### src/design/grid_strip_index_generator_defines.svh
// assertion macros for the strip index generator
// both expect clk and rst_n in the scope where they are used
`ifndef GRID_STRIP_INDEX_GENERATOR_DEFINES_SVH
`define GRID_STRIP_INDEX_GENERATOR_DEFINES_SVH

// same-cycle implication
`define GSIG_ASSERT_SAME(label, ante, cons) \
  label: assert property (@(posedge clk) disable iff (!rst_n) (ante) |-> (cons)) \
    else $error("gsig same-cycle check failed");

// next-cycle implication
`define GSIG_ASSERT_NEXT(label, ante, cons) \
  label: assert property (@(posedge clk) disable iff (!rst_n) (ante) |=> (cons)) \
    else $error("gsig next-cycle check failed");

`endif

### src/design/gsig_pkg.sv
package gsig_pkg;

  localparam int INDEX_W    = 23;
  localparam int CFG_IDX_W  = 2;
  localparam int CFG_DATA_W = 9;
  localparam int DIM_W      = 9;
  localparam int ACROSS_W   = 7;

  // descriptor fields hold row, row + 1 and column offsets (all below 512)
  localparam int DESC_ROW_W = 9;
  localparam int DESC_OFF_W = 9;
  // compare width covering every parameter choice
  localparam int CMP_W      = 13;

  localparam int PROD_W = 2 * DIM_W;
  localparam int WLC_W  = PROD_W + ACROSS_W;
  localparam int WLCN_W = PROD_W + ACROSS_W + 1;
  localparam int SUM_W  = WLCN_W;

  localparam int MID_DEPTH = 2;
  localparam int OUT_DEPTH = 2;

  localparam logic [CFG_IDX_W-1:0] CFG_GRID_WIDTH     = 2'd0;
  localparam logic [CFG_IDX_W-1:0] CFG_GRID_LENGTH    = 2'd1;
  localparam logic [CFG_IDX_W-1:0] CFG_PATCHES_ACROSS = 2'd2;

  localparam logic [DIM_W-1:0]    RST_GRID_WIDTH     = 9'd16;
  localparam logic [DIM_W-1:0]    RST_GRID_LENGTH    = 9'd16;
  localparam logic [ACROSS_W-1:0] RST_PATCHES_ACROSS = 7'd1;

  localparam logic KIND_START = 1'b0;
  localparam logic KIND_EMIT  = 1'b1;

  typedef struct packed {
    logic kind;
    logic neighbour_above;
    logic neighbour_right;
  } gsig_in_t;

  typedef struct packed {
    logic [INDEX_W-1:0] vertex_index;
    logic               last_in_group;
  } gsig_out_t;

  // effective (clamped) configuration
  typedef struct packed {
    logic [DIM_W-1:0]    width;
    logic [DIM_W-1:0]    length;
    logic [ACROSS_W-1:0] across;
  } gsig_cfg_t;

  typedef enum logic [2:0] {
    PH_PAIR_CUR,
    PH_PAIR_ABOVE,
    PH_JOIN,
    PH_NB_LEAD,
    PH_REV_CUR,
    PH_REV_ABOVE,
    PH_REV_JOIN
  } gsig_phase_t;

  typedef enum logic [1:0] {
    BASE_GRID,
    BASE_NEIGH,
    BASE_TOP,
    BASE_TOP_NEIGH
  } gsig_base_t;

  // work item from front to back: index = base + mrow * width + off (base + off for the top bases)
  typedef struct packed {
    logic [DESC_ROW_W-1:0] mrow;
    logic [DESC_OFF_W-1:0] off;
    gsig_base_t            base;
    logic                  last;
  } gsig_desc_t;

  typedef struct packed {
    logic active;
    logic above;
    logic right;
  } gsig_front_stat_t;

endpackage

### src/design/gsig_fifo.sv
module gsig_fifo import gsig_pkg::*; #(
  parameter int WIDTH = 8,
  parameter int DEPTH = 2
) (
  input  logic             clk,
  input  logic             rst_n,
  input  logic             wr_en,
  input  logic [WIDTH-1:0] wr_data,
  output logic             full,
  input  logic             rd_en,
  output logic [WIDTH-1:0] rd_data,
  output logic             empty
);

  localparam int PTR_W = (DEPTH > 1) ? $clog2(DEPTH) : 1;
  localparam int CNT_W = $clog2(DEPTH + 1);

  logic [WIDTH-1:0] slot_r [DEPTH];
  logic [PTR_W-1:0] wr_ptr_r, wr_ptr_nxt;
  logic [PTR_W-1:0] rd_ptr_r, rd_ptr_nxt;
  logic [CNT_W-1:0] count_r, count_nxt;
  logic             wr_ok;
  logic             rd_ok;

  assign full    = (count_r == CNT_W'(DEPTH));
  assign empty   = (count_r == '0);
  assign wr_ok   = wr_en && !full;
  assign rd_ok   = rd_en && !empty;
  assign rd_data = slot_r[rd_ptr_r];

  always_comb begin
    wr_ptr_nxt = wr_ptr_r;
    rd_ptr_nxt = rd_ptr_r;
    count_nxt  = count_r;
    if (wr_ok) begin
      wr_ptr_nxt = (wr_ptr_r == PTR_W'(DEPTH - 1)) ? '0 : wr_ptr_r + PTR_W'(1);
    end
    if (rd_ok) begin
      rd_ptr_nxt = (rd_ptr_r == PTR_W'(DEPTH - 1)) ? '0 : rd_ptr_r + PTR_W'(1);
    end
    if (wr_ok && !rd_ok) begin
      count_nxt = count_r + CNT_W'(1);
    end else if (rd_ok && !wr_ok) begin
      count_nxt = count_r - CNT_W'(1);
    end
  end

  always_ff @(posedge clk) begin
    if (!rst_n) begin
      wr_ptr_r <= '0;
      rd_ptr_r <= '0;
      count_r  <= '0;
    end else begin
      wr_ptr_r <= wr_ptr_nxt;
      rd_ptr_r <= rd_ptr_nxt;
      count_r  <= count_nxt;
    end
  end

  always_ff @(posedge clk) begin
    if (wr_ok) begin
      slot_r[wr_ptr_r] <= wr_data;
    end
  end

endmodule

### src/design/gsig_front.sv
module gsig_front import gsig_pkg::*; #(
  parameter int MAX_WIDTH  = 256,
  parameter int MAX_LENGTH = 256
) (
  input  logic             clk,
  input  logic             rst_n,
  input  gsig_cfg_t        cfg,
  input  logic             take,
  input  gsig_in_t         item,
  output logic             desc_push,
  output gsig_desc_t       desc,
  output gsig_front_stat_t stat
);

  localparam int RW = $clog2(MAX_LENGTH);
  localparam int CW = ($clog2(MAX_WIDTH) > 2) ? $clog2(MAX_WIDTH) : 2;

  logic [RW-1:0] row_r, row_nxt;
  logic [CW-1:0] col_r, col_nxt;
  gsig_phase_t   phase_r, phase_nxt;
  logic          above_r, above_nxt;
  logic          right_r, right_nxt;
  logic          active_r, active_nxt;

  logic [CMP_W-1:0] row_x, col_x, w_x, l_x, row_up_x, rows_total_x;
  logic             not_last, on_top, more_rows;
  logic [CW-1:0]    last_col;
  logic [RW-1:0]    row_next;
  logic [DESC_ROW_W-1:0] mrow_cur, mrow_up;
  logic [DESC_OFF_W-1:0] col_off, wm1_off;
  gsig_desc_t       d_cur, d_above_col, d_above_wm1, d_above_0, d_nb;

  assign row_x        = CMP_W'(row_r);
  assign col_x        = CMP_W'(col_r);
  assign w_x          = CMP_W'(cfg.width);
  assign l_x          = CMP_W'(cfg.length);
  assign row_up_x     = row_x + CMP_W'(1);
  assign rows_total_x = l_x - CMP_W'(1) + CMP_W'(above_r);
  assign not_last     = row_up_x < l_x;
  assign more_rows    = row_up_x < rows_total_x;
  assign on_top       = above_r && (row_x == l_x - CMP_W'(1));
  assign last_col     = CW'(w_x - CMP_W'(1));
  assign row_next     = row_up_x[RW-1:0];

  assign mrow_cur = row_x[DESC_ROW_W-1:0];
  assign mrow_up  = row_up_x[DESC_ROW_W-1:0];
  assign col_off  = col_x[DESC_OFF_W-1:0];
  assign wm1_off  = DESC_OFF_W'(w_x - CMP_W'(1));

  // address shapes; last is filled in below
  assign d_cur       = '{mrow: mrow_cur, off: col_off, base: BASE_GRID, last: 1'b0};
  assign d_above_col = on_top
                     ? gsig_desc_t'{mrow: mrow_cur, off: col_off, base: BASE_TOP, last: 1'b0}
                     : gsig_desc_t'{mrow: mrow_up, off: col_off, base: BASE_GRID, last: 1'b0};
  assign d_above_wm1 = on_top
                     ? gsig_desc_t'{mrow: mrow_cur, off: wm1_off, base: BASE_TOP, last: 1'b0}
                     : gsig_desc_t'{mrow: mrow_up, off: wm1_off, base: BASE_GRID, last: 1'b0};
  assign d_above_0   = on_top
                     ? gsig_desc_t'{mrow: mrow_cur, off: '0, base: BASE_TOP, last: 1'b0}
                     : gsig_desc_t'{mrow: mrow_up, off: '0, base: BASE_GRID, last: 1'b0};

  // neighbour row on the first index, its above row otherwise
  always_comb begin
    if (col_r == '0) begin
      d_nb = '{mrow: mrow_cur, off: '0, base: BASE_NEIGH, last: 1'b0};
    end else if (on_top) begin
      d_nb = '{mrow: mrow_cur, off: '0, base: BASE_TOP_NEIGH, last: 1'b0};
    end else begin
      d_nb = '{mrow: mrow_up, off: '0, base: BASE_NEIGH, last: 1'b0};
    end
  end

  always_comb begin
    logic do_end;
    do_end     = 1'b0;
    row_nxt    = row_r;
    col_nxt    = col_r;
    phase_nxt  = phase_r;
    above_nxt  = above_r;
    right_nxt  = right_r;
    active_nxt = active_r;
    desc_push  = 1'b0;
    desc       = d_cur;
    if (take) begin
      if (item.kind == KIND_START) begin
        above_nxt  = item.neighbour_above;
        right_nxt  = item.neighbour_right;
        active_nxt = 1'b1;
        row_nxt    = '0;
        col_nxt    = '0;
        phase_nxt  = PH_PAIR_CUR;
      end else if (active_r) begin
        desc_push = 1'b1;
        unique case (phase_r)
          PH_PAIR_CUR: begin
            desc      = d_cur;
            phase_nxt = PH_PAIR_ABOVE;
          end
          PH_PAIR_ABOVE: begin
            desc = d_above_col;
            if (col_x + CMP_W'(1) < w_x) begin
              phase_nxt = PH_PAIR_CUR;
              col_nxt   = col_r + CW'(1);
            end else if (right_r || not_last) begin
              phase_nxt = PH_JOIN;
              col_nxt   = '0;
            end else begin
              do_end = 1'b1;
            end
          end
          PH_JOIN: begin
            desc = right_r ? d_nb : d_above_wm1;
            if (right_r && (col_x < CMP_W'(2))) begin
              col_nxt = col_r + CW'(1);
            end else begin
              do_end = 1'b1;
            end
          end
          PH_NB_LEAD: begin
            desc = d_nb;
            if (col_x < CMP_W'(1)) begin
              col_nxt = col_r + CW'(1);
            end else begin
              phase_nxt = PH_REV_CUR;
              col_nxt   = last_col;
            end
          end
          PH_REV_CUR: begin
            desc      = d_cur;
            phase_nxt = PH_REV_ABOVE;
          end
          PH_REV_ABOVE: begin
            desc = d_above_col;
            if (col_r != '0) begin
              phase_nxt = PH_REV_CUR;
              col_nxt   = col_r - CW'(1);
            end else if (not_last) begin
              phase_nxt = PH_REV_JOIN;
            end else begin
              do_end = 1'b1;
            end
          end
          PH_REV_JOIN: begin
            desc   = d_above_0;
            do_end = 1'b1;
          end
          default: begin
            desc   = '{mrow: '0, off: '0, base: BASE_GRID, last: 1'b0};
            do_end = 1'b1;
          end
        endcase
        if (do_end) begin
          if (more_rows) begin
            row_nxt = row_next;
            // even rows run forward, odd rows backward
            if (!row_next[0]) begin
              phase_nxt = PH_PAIR_CUR;
              col_nxt   = '0;
            end else if (right_r) begin
              phase_nxt = PH_NB_LEAD;
              col_nxt   = '0;
            end else begin
              phase_nxt = PH_REV_CUR;
              col_nxt   = last_col;
            end
          end else begin
            active_nxt = 1'b0;
            desc.last  = 1'b1;
          end
        end
      end
    end
  end

  always_ff @(posedge clk) begin
    if (!rst_n) begin
      row_r    <= '0;
      col_r    <= '0;
      phase_r  <= PH_PAIR_CUR;
      above_r  <= 1'b0;
      right_r  <= 1'b0;
      active_r <= 1'b0;
    end else begin
      row_r    <= row_nxt;
      col_r    <= col_nxt;
      phase_r  <= phase_nxt;
      above_r  <= above_nxt;
      right_r  <= right_nxt;
      active_r <= active_nxt;
    end
  end

  assign stat = '{active: active_r, above: above_r, right: right_r};

endmodule

### src/design/gsig_back.sv
module gsig_back import gsig_pkg::*; (
  input  logic       clk,
  input  logic       rst_n,
  input  gsig_cfg_t  cfg,
  input  logic       q_empty,
  output logic       q_pop,
  input  gsig_desc_t q_desc,
  output logic       out_empty,
  input  logic       out_pop,
  output gsig_out_t  out_item
);

  // patch-size products, refreshed every cycle
  logic [PROD_W-1:0] wl_r;
  logic [WLC_W-1:0]  wlc_r;
  logic [WLCN_W-1:0] wlcn_r;

  logic              a_valid_r;
  logic [PROD_W-1:0] a_prod_r;
  logic [DESC_OFF_W-1:0] a_off_r;
  gsig_base_t        a_base_r;
  logic              a_last_r;

  logic              b_valid_r;
  gsig_out_t         b_item_r;

  logic [SUM_W-1:0]  sum;
  logic              ofifo_full;
  logic              adv;
  logic              ofifo_wr;

  assign adv      = !b_valid_r || !ofifo_full;
  assign q_pop    = adv && !q_empty;
  assign ofifo_wr = b_valid_r && !ofifo_full;

  always_ff @(posedge clk) begin
    wl_r   <= PROD_W'(cfg.width) * PROD_W'(cfg.length);
    wlc_r  <= WLC_W'(wl_r) * WLC_W'(cfg.across);
    wlcn_r <= WLCN_W'(wl_r) * (WLCN_W'(cfg.across) + WLCN_W'(1));
  end

  always_comb begin
    unique case (a_base_r)
      BASE_GRID:      sum = SUM_W'(a_prod_r) + SUM_W'(a_off_r);
      BASE_NEIGH:     sum = SUM_W'(wl_r) + SUM_W'(a_prod_r) + SUM_W'(a_off_r);
      BASE_TOP:       sum = SUM_W'(wlc_r) + SUM_W'(a_off_r);
      BASE_TOP_NEIGH: sum = SUM_W'(wlcn_r) + SUM_W'(a_off_r);
      default:        sum = '0;
    endcase
  end

  always_ff @(posedge clk) begin
    if (!rst_n) begin
      a_valid_r <= 1'b0;
      b_valid_r <= 1'b0;
    end else if (adv) begin
      a_valid_r <= !q_empty;
      b_valid_r <= a_valid_r;
    end
  end

  always_ff @(posedge clk) begin
    if (adv) begin
      a_prod_r <= PROD_W'(q_desc.mrow) * PROD_W'(cfg.width);
      a_off_r  <= q_desc.off;
      a_base_r <= q_desc.base;
      a_last_r <= q_desc.last;
      b_item_r <= '{vertex_index: sum[INDEX_W-1:0], last_in_group: a_last_r};
    end
  end

  gsig_fifo #(
    .WIDTH ($bits(gsig_out_t)),
    .DEPTH (OUT_DEPTH)
  ) u_out_q (
    .clk     (clk),
    .rst_n   (rst_n),
    .wr_en   (ofifo_wr),
    .wr_data (b_item_r),
    .full    (ofifo_full),
    .rd_en   (out_pop),
    .rd_data (out_item),
    .empty   (out_empty)
  );

endmodule

### src/design/grid_strip_index_generator.sv
// channel   ports                                   moves on
// in        in_push, in_full, in_item               in_push & !in_full
// out       out_empty, out_pop, out_item            out_pop & !out_empty
// cfg       cfg_valid, cfg_ready, cfg_index, cfg_data  cfg_valid & cfg_ready
//
// one request per cycle while in_full is low; an emit request's index reaches out_item
// through the descriptor queue, the multiply stage and the add stage into the result queue
// the front sequencer's row/column/phase update is the one-cycle loop
// reset clears control state only, no clearing pass; cfg_ready is always high
// stalls on out back up through the result queue, the back pipeline and the
// descriptor queue before in_full rises
`include "grid_strip_index_generator_defines.svh"

module grid_strip_index_generator import gsig_pkg::*; #(
  parameter int MAX_WIDTH          = 256,
  parameter int MAX_LENGTH         = 256,
  parameter int MAX_PATCHES_ACROSS = 64
) (
  input  logic                  clk,
  input  logic                  rst_n,
  // request side
  input  logic                  in_push,
  output logic                  in_full,
  input  gsig_in_t              in_item,
  // result side
  output logic                  out_empty,
  input  logic                  out_pop,
  output gsig_out_t             out_item,
  // register writes
  input  logic                  cfg_valid,
  output logic                  cfg_ready,
  input  logic [CFG_IDX_W-1:0]  cfg_index,
  input  logic [CFG_DATA_W-1:0] cfg_data
);

  logic [DIM_W-1:0]    grid_width_r;
  logic [DIM_W-1:0]    grid_length_r;
  logic [ACROSS_W-1:0] patches_across_r;

  gsig_cfg_t        cfg_eff;
  gsig_front_stat_t front_stat;
  gsig_desc_t       mid_desc;
  gsig_desc_t       back_desc;
  logic             in_acc;
  logic             mid_push;
  logic             mid_full;
  logic             mid_empty;
  logic             mid_pop;
  logic             emit_take;
  logic             start_take;
  logic [1:0]       start_flags;

  assign cfg_ready = 1'b1;
  assign in_acc    = in_push && !in_full;
  assign in_full   = mid_full;

  // register file, writes to unused indexes are dropped
  always_ff @(posedge clk) begin
    if (!rst_n) begin
      grid_width_r     <= RST_GRID_WIDTH;
      grid_length_r    <= RST_GRID_LENGTH;
      patches_across_r <= RST_PATCHES_ACROSS;
    end else if (cfg_valid && cfg_ready) begin
      unique case (cfg_index)
        CFG_GRID_WIDTH:     grid_width_r     <= cfg_data[DIM_W-1:0];
        CFG_GRID_LENGTH:    grid_length_r    <= cfg_data[DIM_W-1:0];
        CFG_PATCHES_ACROSS: patches_across_r <= cfg_data[ACROSS_W-1:0];
        default: ;
      endcase
    end
  end

  // clamp to the supported range, read live by both halves
  always_comb begin
    if (grid_width_r < DIM_W'(2)) begin
      cfg_eff.width = DIM_W'(2);
    end else if (int'(grid_width_r) > MAX_WIDTH) begin
      cfg_eff.width = DIM_W'(MAX_WIDTH);
    end else begin
      cfg_eff.width = grid_width_r;
    end
    if (grid_length_r < DIM_W'(2)) begin
      cfg_eff.length = DIM_W'(2);
    end else if (int'(grid_length_r) > MAX_LENGTH) begin
      cfg_eff.length = DIM_W'(MAX_LENGTH);
    end else begin
      cfg_eff.length = grid_length_r;
    end
    if (patches_across_r < ACROSS_W'(1)) begin
      cfg_eff.across = ACROSS_W'(1);
    end else if (int'(patches_across_r) > MAX_PATCHES_ACROSS) begin
      cfg_eff.across = ACROSS_W'(MAX_PATCHES_ACROSS);
    end else begin
      cfg_eff.across = patches_across_r;
    end
  end

  // front: takes every request, walks the strip, queues one descriptor per index
  gsig_front #(
    .MAX_WIDTH  (MAX_WIDTH),
    .MAX_LENGTH (MAX_LENGTH)
  ) u_front (
    .clk       (clk),
    .rst_n     (rst_n),
    .cfg       (cfg_eff),
    .take      (in_acc),
    .item      (in_item),
    .desc_push (mid_push),
    .desc      (mid_desc),
    .stat      (front_stat)
  );

  // short queue decoupling the sequencer from the address datapath
  gsig_fifo #(
    .WIDTH ($bits(gsig_desc_t)),
    .DEPTH (MID_DEPTH)
  ) u_mid_q (
    .clk     (clk),
    .rst_n   (rst_n),
    .wr_en   (mid_push),
    .wr_data (mid_desc),
    .full    (mid_full),
    .rd_en   (mid_pop),
    .rd_data (back_desc),
    .empty   (mid_empty)
  );

  // back: multiply, add base, hand over through the result queue
  gsig_back u_back (
    .clk       (clk),
    .rst_n     (rst_n),
    .cfg       (cfg_eff),
    .q_empty   (mid_empty),
    .q_pop     (mid_pop),
    .q_desc    (back_desc),
    .out_empty (out_empty),
    .out_pop   (out_pop),
    .out_item  (out_item)
  );

  // request kinds as taken this cycle
  assign emit_take   = in_acc && (in_item.kind == KIND_EMIT);
  assign start_take  = in_acc && (in_item.kind == KIND_START);
  assign start_flags = {in_item.neighbour_above, in_item.neighbour_right};

  // descriptors only come from emit requests during a running group
  `GSIG_ASSERT_SAME(a_push_from_emit, mid_push, emit_take && front_stat.active)

  // a start request opens a group with its flags
  `GSIG_ASSERT_NEXT(a_start_latches, start_take, front_stat == {1'b1, $past(start_flags)})

  // the marked index closes the group
  `GSIG_ASSERT_NEXT(a_last_closes, mid_push && mid_desc.last, !front_stat.active)

endmodule

### config.mk
export PLATFORM = sky130hd
export DESIGN_NAME = grid_strip_index_generator
export DESIGN_NICKNAME = d
export VERILOG_FILES = /design/src/design/gsig_pkg.sv /design/src/design/gsig_fifo.sv /design/src/design/gsig_front.sv /design/src/design/gsig_back.sv /design/src/design/grid_strip_index_generator.sv
export VERILOG_INCLUDE_DIRS = /design/src /design/src/design
export SDC_FILE = /design/constraint.sdc
export NUM_CORES = 1
export LEC_CHECK = 0
export ABC_CLOCK_PERIOD_IN_PS = 6900
export BUFFER_PORTS_ARGS = -buffer_cell sky130_fd_sc_hd__buf_2
export CAP_MARGIN = 30
export CORE_MARGIN = 3
export CORE_UTILIZATION = 35
export DETAILED_ROUTE_END_ITERATION = 10
export GPL_ROUTABILITY_DRIVEN = 0
export PLACE_DENSITY = 0.45
export SLEW_MARGIN = 30
export SYNTH_ARGS = -nofsm -noshare
export SYNTH_HDL_FRONTEND = slang
export SYNTH_HIERARCHICAL = 1
export SYNTH_SLANG_ARGS = --single-unit
### constraint.sdc
create_clock -name clk -period 6.9 [get_ports clk]
set_input_delay 1.38 -clock clk [delete_from_list [all_inputs] [get_ports clk]]
set_output_delay 1.38 -clock clk [all_outputs]
set_load 0.1 [all_outputs]
After elaboration in Yosys (flattened, before gate mapping)
Memory sizes are Yosys's and may differ from the RTL's. A register that Yosys moved wholly into a read port is not among the register bits.
Cells that the tools add are included.
Widths: inputs -> output; s select.
{"block": "totals", "regBits": 175, "in_bits": 19, "wordCells": 203, "memories": 2, "out_inout_bits": 27, "ram_bits": 90}
{"block": "op_classes", "order_cmp": 11, "bitwise_logic": 1, "eq_ne": 17, "mul": 4, "n_reduce_logical": 42, "muxes": 79, "addsub": 21}
{"name": "u_back.u_out_q.slot_r", "depth": 2, "word_bits": 24, "read_ports": 1, "rd_clocked_by_memory_dff": 1, "write_ports": 1, "line": "gsig_fifo.sv:18", "source": "logic [WIDTH-1:0] slot_r [DEPTH];"}
{"name": "u_mid_q.slot_r", "depth": 2, "word_bits": 21, "read_ports": 1, "rd_clocked_by_memory_dff": 1, "write_ports": 1, "line": "gsig_fifo.sv:18"}
{"operator": "$mux 21", "count": 9}
{"operator": "$mux 8", "count": 15}
{"operator": "$pmux 21 s5", "count": 1}
{"operator": "$pmux 23 s4", "count": 1}
{"operator": "$add 23x9->23", "count": 3}
{"operator": "$mul 9x9->18", "count": 2}
{"operator": "$mux 9", "count": 4}
{"operator": "$mux 3", "count": 11}
{"operator": "$pmux 8 s4", "count": 1}
{"operator": "$mux 1", "count": 29}
{"operator": "$lt 13x9->1", "count": 2}
{"operator": "$mul 18x7->23", "count": 1}
{"operator": "$mul 18x8->23", "count": 1}
{"operator": "$add 18x18->19", "count": 1}
{"operator": "$add 18x9->19", "count": 1}
{"operator": "$add 8x1->9 const B", "count": 2}
{"operator": "$gt 9x9->1 const B", "count": 2}
{"operator": "$lt 9x2->1 const B", "count": 2}
{"operator": "$pmux 3 s5", "count": 1}
{"operator": "$mux 7", "count": 2}
{"operator": "$add 13x1->13", "count": 1}
{"operator": "$eq 8x13->1", "count": 1}
{"operator": "$logic_and 1x1->1", "count": 13}
{"operator": "$lt 13x13->1", "count": 1}
{"operator": "other kinds (32)", "count": 68}

Logic depth before layout (Yosys ltp)
{"block": "depth", "ltp_word": 15, "depth_mapped": 25, "ltp_nobuf": 24}

Hierarchy
The synthesis kept the hierarchy.
{"module": "gsig_back", "seq_area_each_um2": 2942.8, "area_per_inst_um2": 18944.4, "cells_per_inst": 2090, "n_inst": 1}
{"module": "gsig_front", "seq_area_each_um2": 440.4, "area_per_inst_um2": 3697.3, "cells_per_inst": 524, "n_inst": 1}
{"module": "gsig_fifo (u_back.u_out_q)", "seq_area_each_um2": 1541.5, "area_per_inst_um2": 1960.6, "cells_per_inst": 100, "n_inst": 1}
{"module": "gsig_fifo (u_mid_q)", "seq_area_each_um2": 1361.3, "area_per_inst_um2": 1741.7, "cells_per_inst": 90, "n_inst": 1}
{"module": "grid_strip_index_generator", "seq_area_each_um2": 500.5, "area_per_inst_um2": 1212.4, "cells_per_inst": 134, "n_inst": 1}

Least setup slack after synthesis
No wires, ideal clock.
{"block": "synth_timing", "kind": "register to register", "from": "register grid_width_r[2]", "to": "register u_back.a_prod_r[17] (data pin)", "setup_time_ns": 0.268, "slack_ns": 0.899, "t_arrival_ns": 5.733, "stages_incl_launch_ff": 21, "period_less_slack_ns": 6.001, "required_ns": 6.632, "path_buffers": 1, "path_cell_list": "dfxtp_1 -> or4_4 -> o41ai_1 -> clkbuf_1 -> nand2_1 -> fa_1 -> fa_1 -> inv_1 -> ha_1 -> inv_1 -> fa_1 -> inv_1 -> ha_1 -> a21o_1 -> a21oi_1 -> o21ai_1 -> o21ba_2 -> o2111ai_2 -> a21boi_1 -> o41ai_1 -> xnor2_1"}
{"item": "start: declaration", "line": "grid_strip_index_generator.sv:36", "source": "logic [DIM_W-1:0] grid_width_r;"}
{"item": "start signal: assignment", "line": "grid_strip_index_generator.sv:65", "source": "CFG_GRID_WIDTH: grid_width_r <= cfg_data[DIM_W-1:0];"}
{"item": "end signal: assignment", "line": "gsig_back.sv:64", "source": "a_prod_r <= PROD_W'(q_desc.mrow) * PROD_W'(cfg.width);"}
{"item": "end: declaration", "line": "gsig_back.sv:19", "source": "logic [PROD_W-1:0] a_prod_r;"}

==> results.md <==
* Max Buffers Root-to-Sink at 3
* Full die area at 0.0821 mm2
* Setup_tns at 0 ns
* Cell mode on critical path: fa_1
* CP cell instances: nor3_1 > o2bb2ai_2 > ha_1 > nand2_1 > nor2_2 > xor2_4 > and2_1 > fa_1 > fa_1 > fa_1 > inv_1 > fa_1 > inv_1 > ha_1 > a21o_1 > nor3_1 > a21oi_1 > o41ai_1 > o211ai_1 > o31ai_2 > mux2i_1 > o211ai_1
* Final net count at 3478
* Initial antenna violation count at 1
* Critical setup path kind: reg2reg
* Cell area power density at 166 mW/mm2
* Core Region at 0.0777 mm2
* Final Hold Viols at 0
* Worst Setup EP: u_back/wlcn_r[21]$_DFF_P_
* # fillers at 7795
* CP Launch Point: patches_across_r[6]$_SDFFE_PN0P_
* Port buffer count at 44
* Final setup vio count at 0
* Vias in the first global route at 20800
* Clk slew on worst S/H paths at 0.06 ns
* Setup slack, reg-to-reg at 0.54 ns
* P_leak at 13.9 nW
* CP required at 7.32 ns
* Die H at 286 um
* Layout Cells excl Fill at 4014
* Sinks on Clock Net at 267
* # diodes at 0
* Crit end category: flop
* IR drop worst, VDD at 0.153 mV
* Max Slew Vio Count at 0
* Max_cap viols at 0
* Drt total wl at 74600 um
* Critical path fanouts, max at 9
* Actual slew at the worst max-slew pin at 0.978 ns
* Routed vias at 20300
* Overall global routing resource usage at 18.3%
* IO Count at 46
* Commonest non-fill, non-tap cell in the layout: inv_1
* Worst r2r path cells at 22
* Num rows at 102
* Multi-input logic area at 0.0188 mm2
* Syn Inst Count at 2935
* CTS Buf Count at 35
* Drt initial violations at 1018
* Syn-to-layout area delta at 9.78%
* Detailed-router iteration count before antenna repair at 5
* Grt ovf at 0
* Status: completed
* Max-slew headroom at 34.7%
* DP Wirelength at 58000 um
* R2r startpoint: patches_across_r[6]$_SDFFE_PN0P_
* RSZ-0062 raised after global routing: false
* Fin crit share at 92.1%
* Startpoint Class: flop
* Clock Skews at 0.0516 ns
* Largest stage delay, worst path at 0.54 ns
* DP Cell Count at 3951
* H-tree depth at 2
* Post-Synthesis Cell Area at 0.0275 mm2
* FF+latch area at 0.00679 mm2
* Die Wd at 286 um
* TritonCTS clock tree: yes
* Slowest stage cell, crit path: fa_1
* Total nets after synthesis at 3465
* Most frequent cells in the layout: inv_1 (373), nand2_1 (369), fa_1 (284), ha_1 (227), and2_1 (185)
* Critical path depth in cells at 22
* First-pass GRT wire length at 118000 um
* DRC viols at 0
* Hold Crit Class: reg2reg
* Warnings, synthesis at 6
* Post-route ant nets at 0
* Arrival time worst endpoint at 6.78 ns
* Initial core utilization at 35.4%
* Layout cells sized above 1 at 9.38%
* Critical path buffers and inverters at 2
* Clock root buffer: clkbuf_16
* CP delay by family, top: adder cells
* Syn Area/Cell at 9.38 um2
* Final period demand of the worst path at 6.36 ns
* RR Endpoint: u_back/wlcn_r[21]$_DFF_P_
* Clock latency on the worst-skew pair at 0.57 ns
* Largest net degree at the start of global routing at 55
* WL/cell at 18.6 um
* Max Freq at 0.157 GHz
* DR vias/cell at 5.05
## layer usage
metal,global-route usage [%],vias up,wire length (um)
met2,28.6,408,32800
met3,2.22,89,3120
met1,26.9,9992,37200
met4,4.21,2,1460
met5,0,-,13
li1,-,9761,-
## layout make-up
class                      instances  share of cell area (%)
clock buffer                      39                    2.95
clock inverter                    24                    1.04
inverter                         378                    4.69
multi-input combinational       2163                    62.3
sequential                       267                    22.5
tap                             1040                    4.30
timing repair buffer             103                    2.21
## flip-flops by register name, summed over array words and instances (netlist names), 2 cells and up, named ones only
signal                  flops
u_back/u_out_q/slot_r      48
u_mid_q/slot_r             42
u_back/b_item_r            24
u_back/wlc_r               23
u_back/wlcn_r              23
u_back/a_prod_r            18
u_back/wl_r                18
grid_length_r               9
grid_width_r                9
u_back/a_off_r              9
u_front/col_r               8
u_front/row_r               8
patches_across_r            7
u_front/phase_r             3
u_back/a_base_r             2
u_back/u_out_q/count_r      2
u_mid_q/count_r             2
## worst min-delay path by stage
stage | to | cells after the start | slack (ns) | from
after detailed placement | u_back/b_item_r[0]$_DFFE_PN_ | 0 | 0.42 | u_back/a_last_r$_DFFE_PN_
after global routing | u_back/b_item_r[0]$_DFFE_PN_ | 0 | 0.43 | u_back/a_last_r$_DFFE_PN_
after CTS | u_back/b_item_r[0]$_DFFE_PN_ | 0 | 0.43 | u_back/a_last_r$_DFFE_PN_
after global placement | u_back/b_item_r[0]$_DFFE_PN_ | 0 | 0.41 | u_back/a_last_r$_DFFE_PN_
final | u_back/b_item_r[0]$_DFFE_PN_ | 0 | 0.43 | u_back/a_last_r$_DFFE_PN_
after floorplan | u_back/b_item_r[0]$_DFFE_PN_ | 0 | 0.40 | u_back/a_last_r$_DFFE_PN_
## worst reg2reg max path: stages, from the launching register on
cell	delay (ns)
dfxtp_1	0.40
nor3_1	0.28
o2bb2ai_2	0.21
ha_1	0.27
nand2_1	0.08
nor2_2	0.20
xor2_4	0.38
and2_1	0.22
fa_1	0.45
fa_1	0.51
fa_1	0.54
inv_1	0.05
fa_1	0.53
inv_1	0.04
ha_1	0.35
a21o_1	0.21
nor3_1	0.13
a21oi_1	0.16
o41ai_1	0.39
o211ai_1	0.22
o31ai_2	0.28
mux2i_1	0.22
o211ai_1	0.10
## power by group
part           internal, mW  leakage, nW  switching [mW]
clock                  1.14        0.578           0.772
combinational         0.387         10.9           0.812
sequential             1.77         2.44           0.135
## repair_timing
item | in CTS | in global routing
buffers inserted | 0 | 0
gates resized for setup | 0 | 1
endpoints found under the setup margin | 0 | 1
hold buffers | 0 | 0
## per-stage QoR
step	util [%]	power [mW]	worst slack (ns)	cell area [um2]	hold WS, ns
final	38.9	5.02	0.543	30200	0.425
after global routing	38.9	5.29	0.117	30200	0.431
after CTS	38.9	5.11	0.403	30200	0.430
after detailed placement	37.3	3.14	0.454	29000	0.419
after global placement	37.3	3.13	0.703	29000	0.415
after floorplan	-	2.83	0.899	27500	0.400
Note: power is estimated with default switching activity, not from simulation.
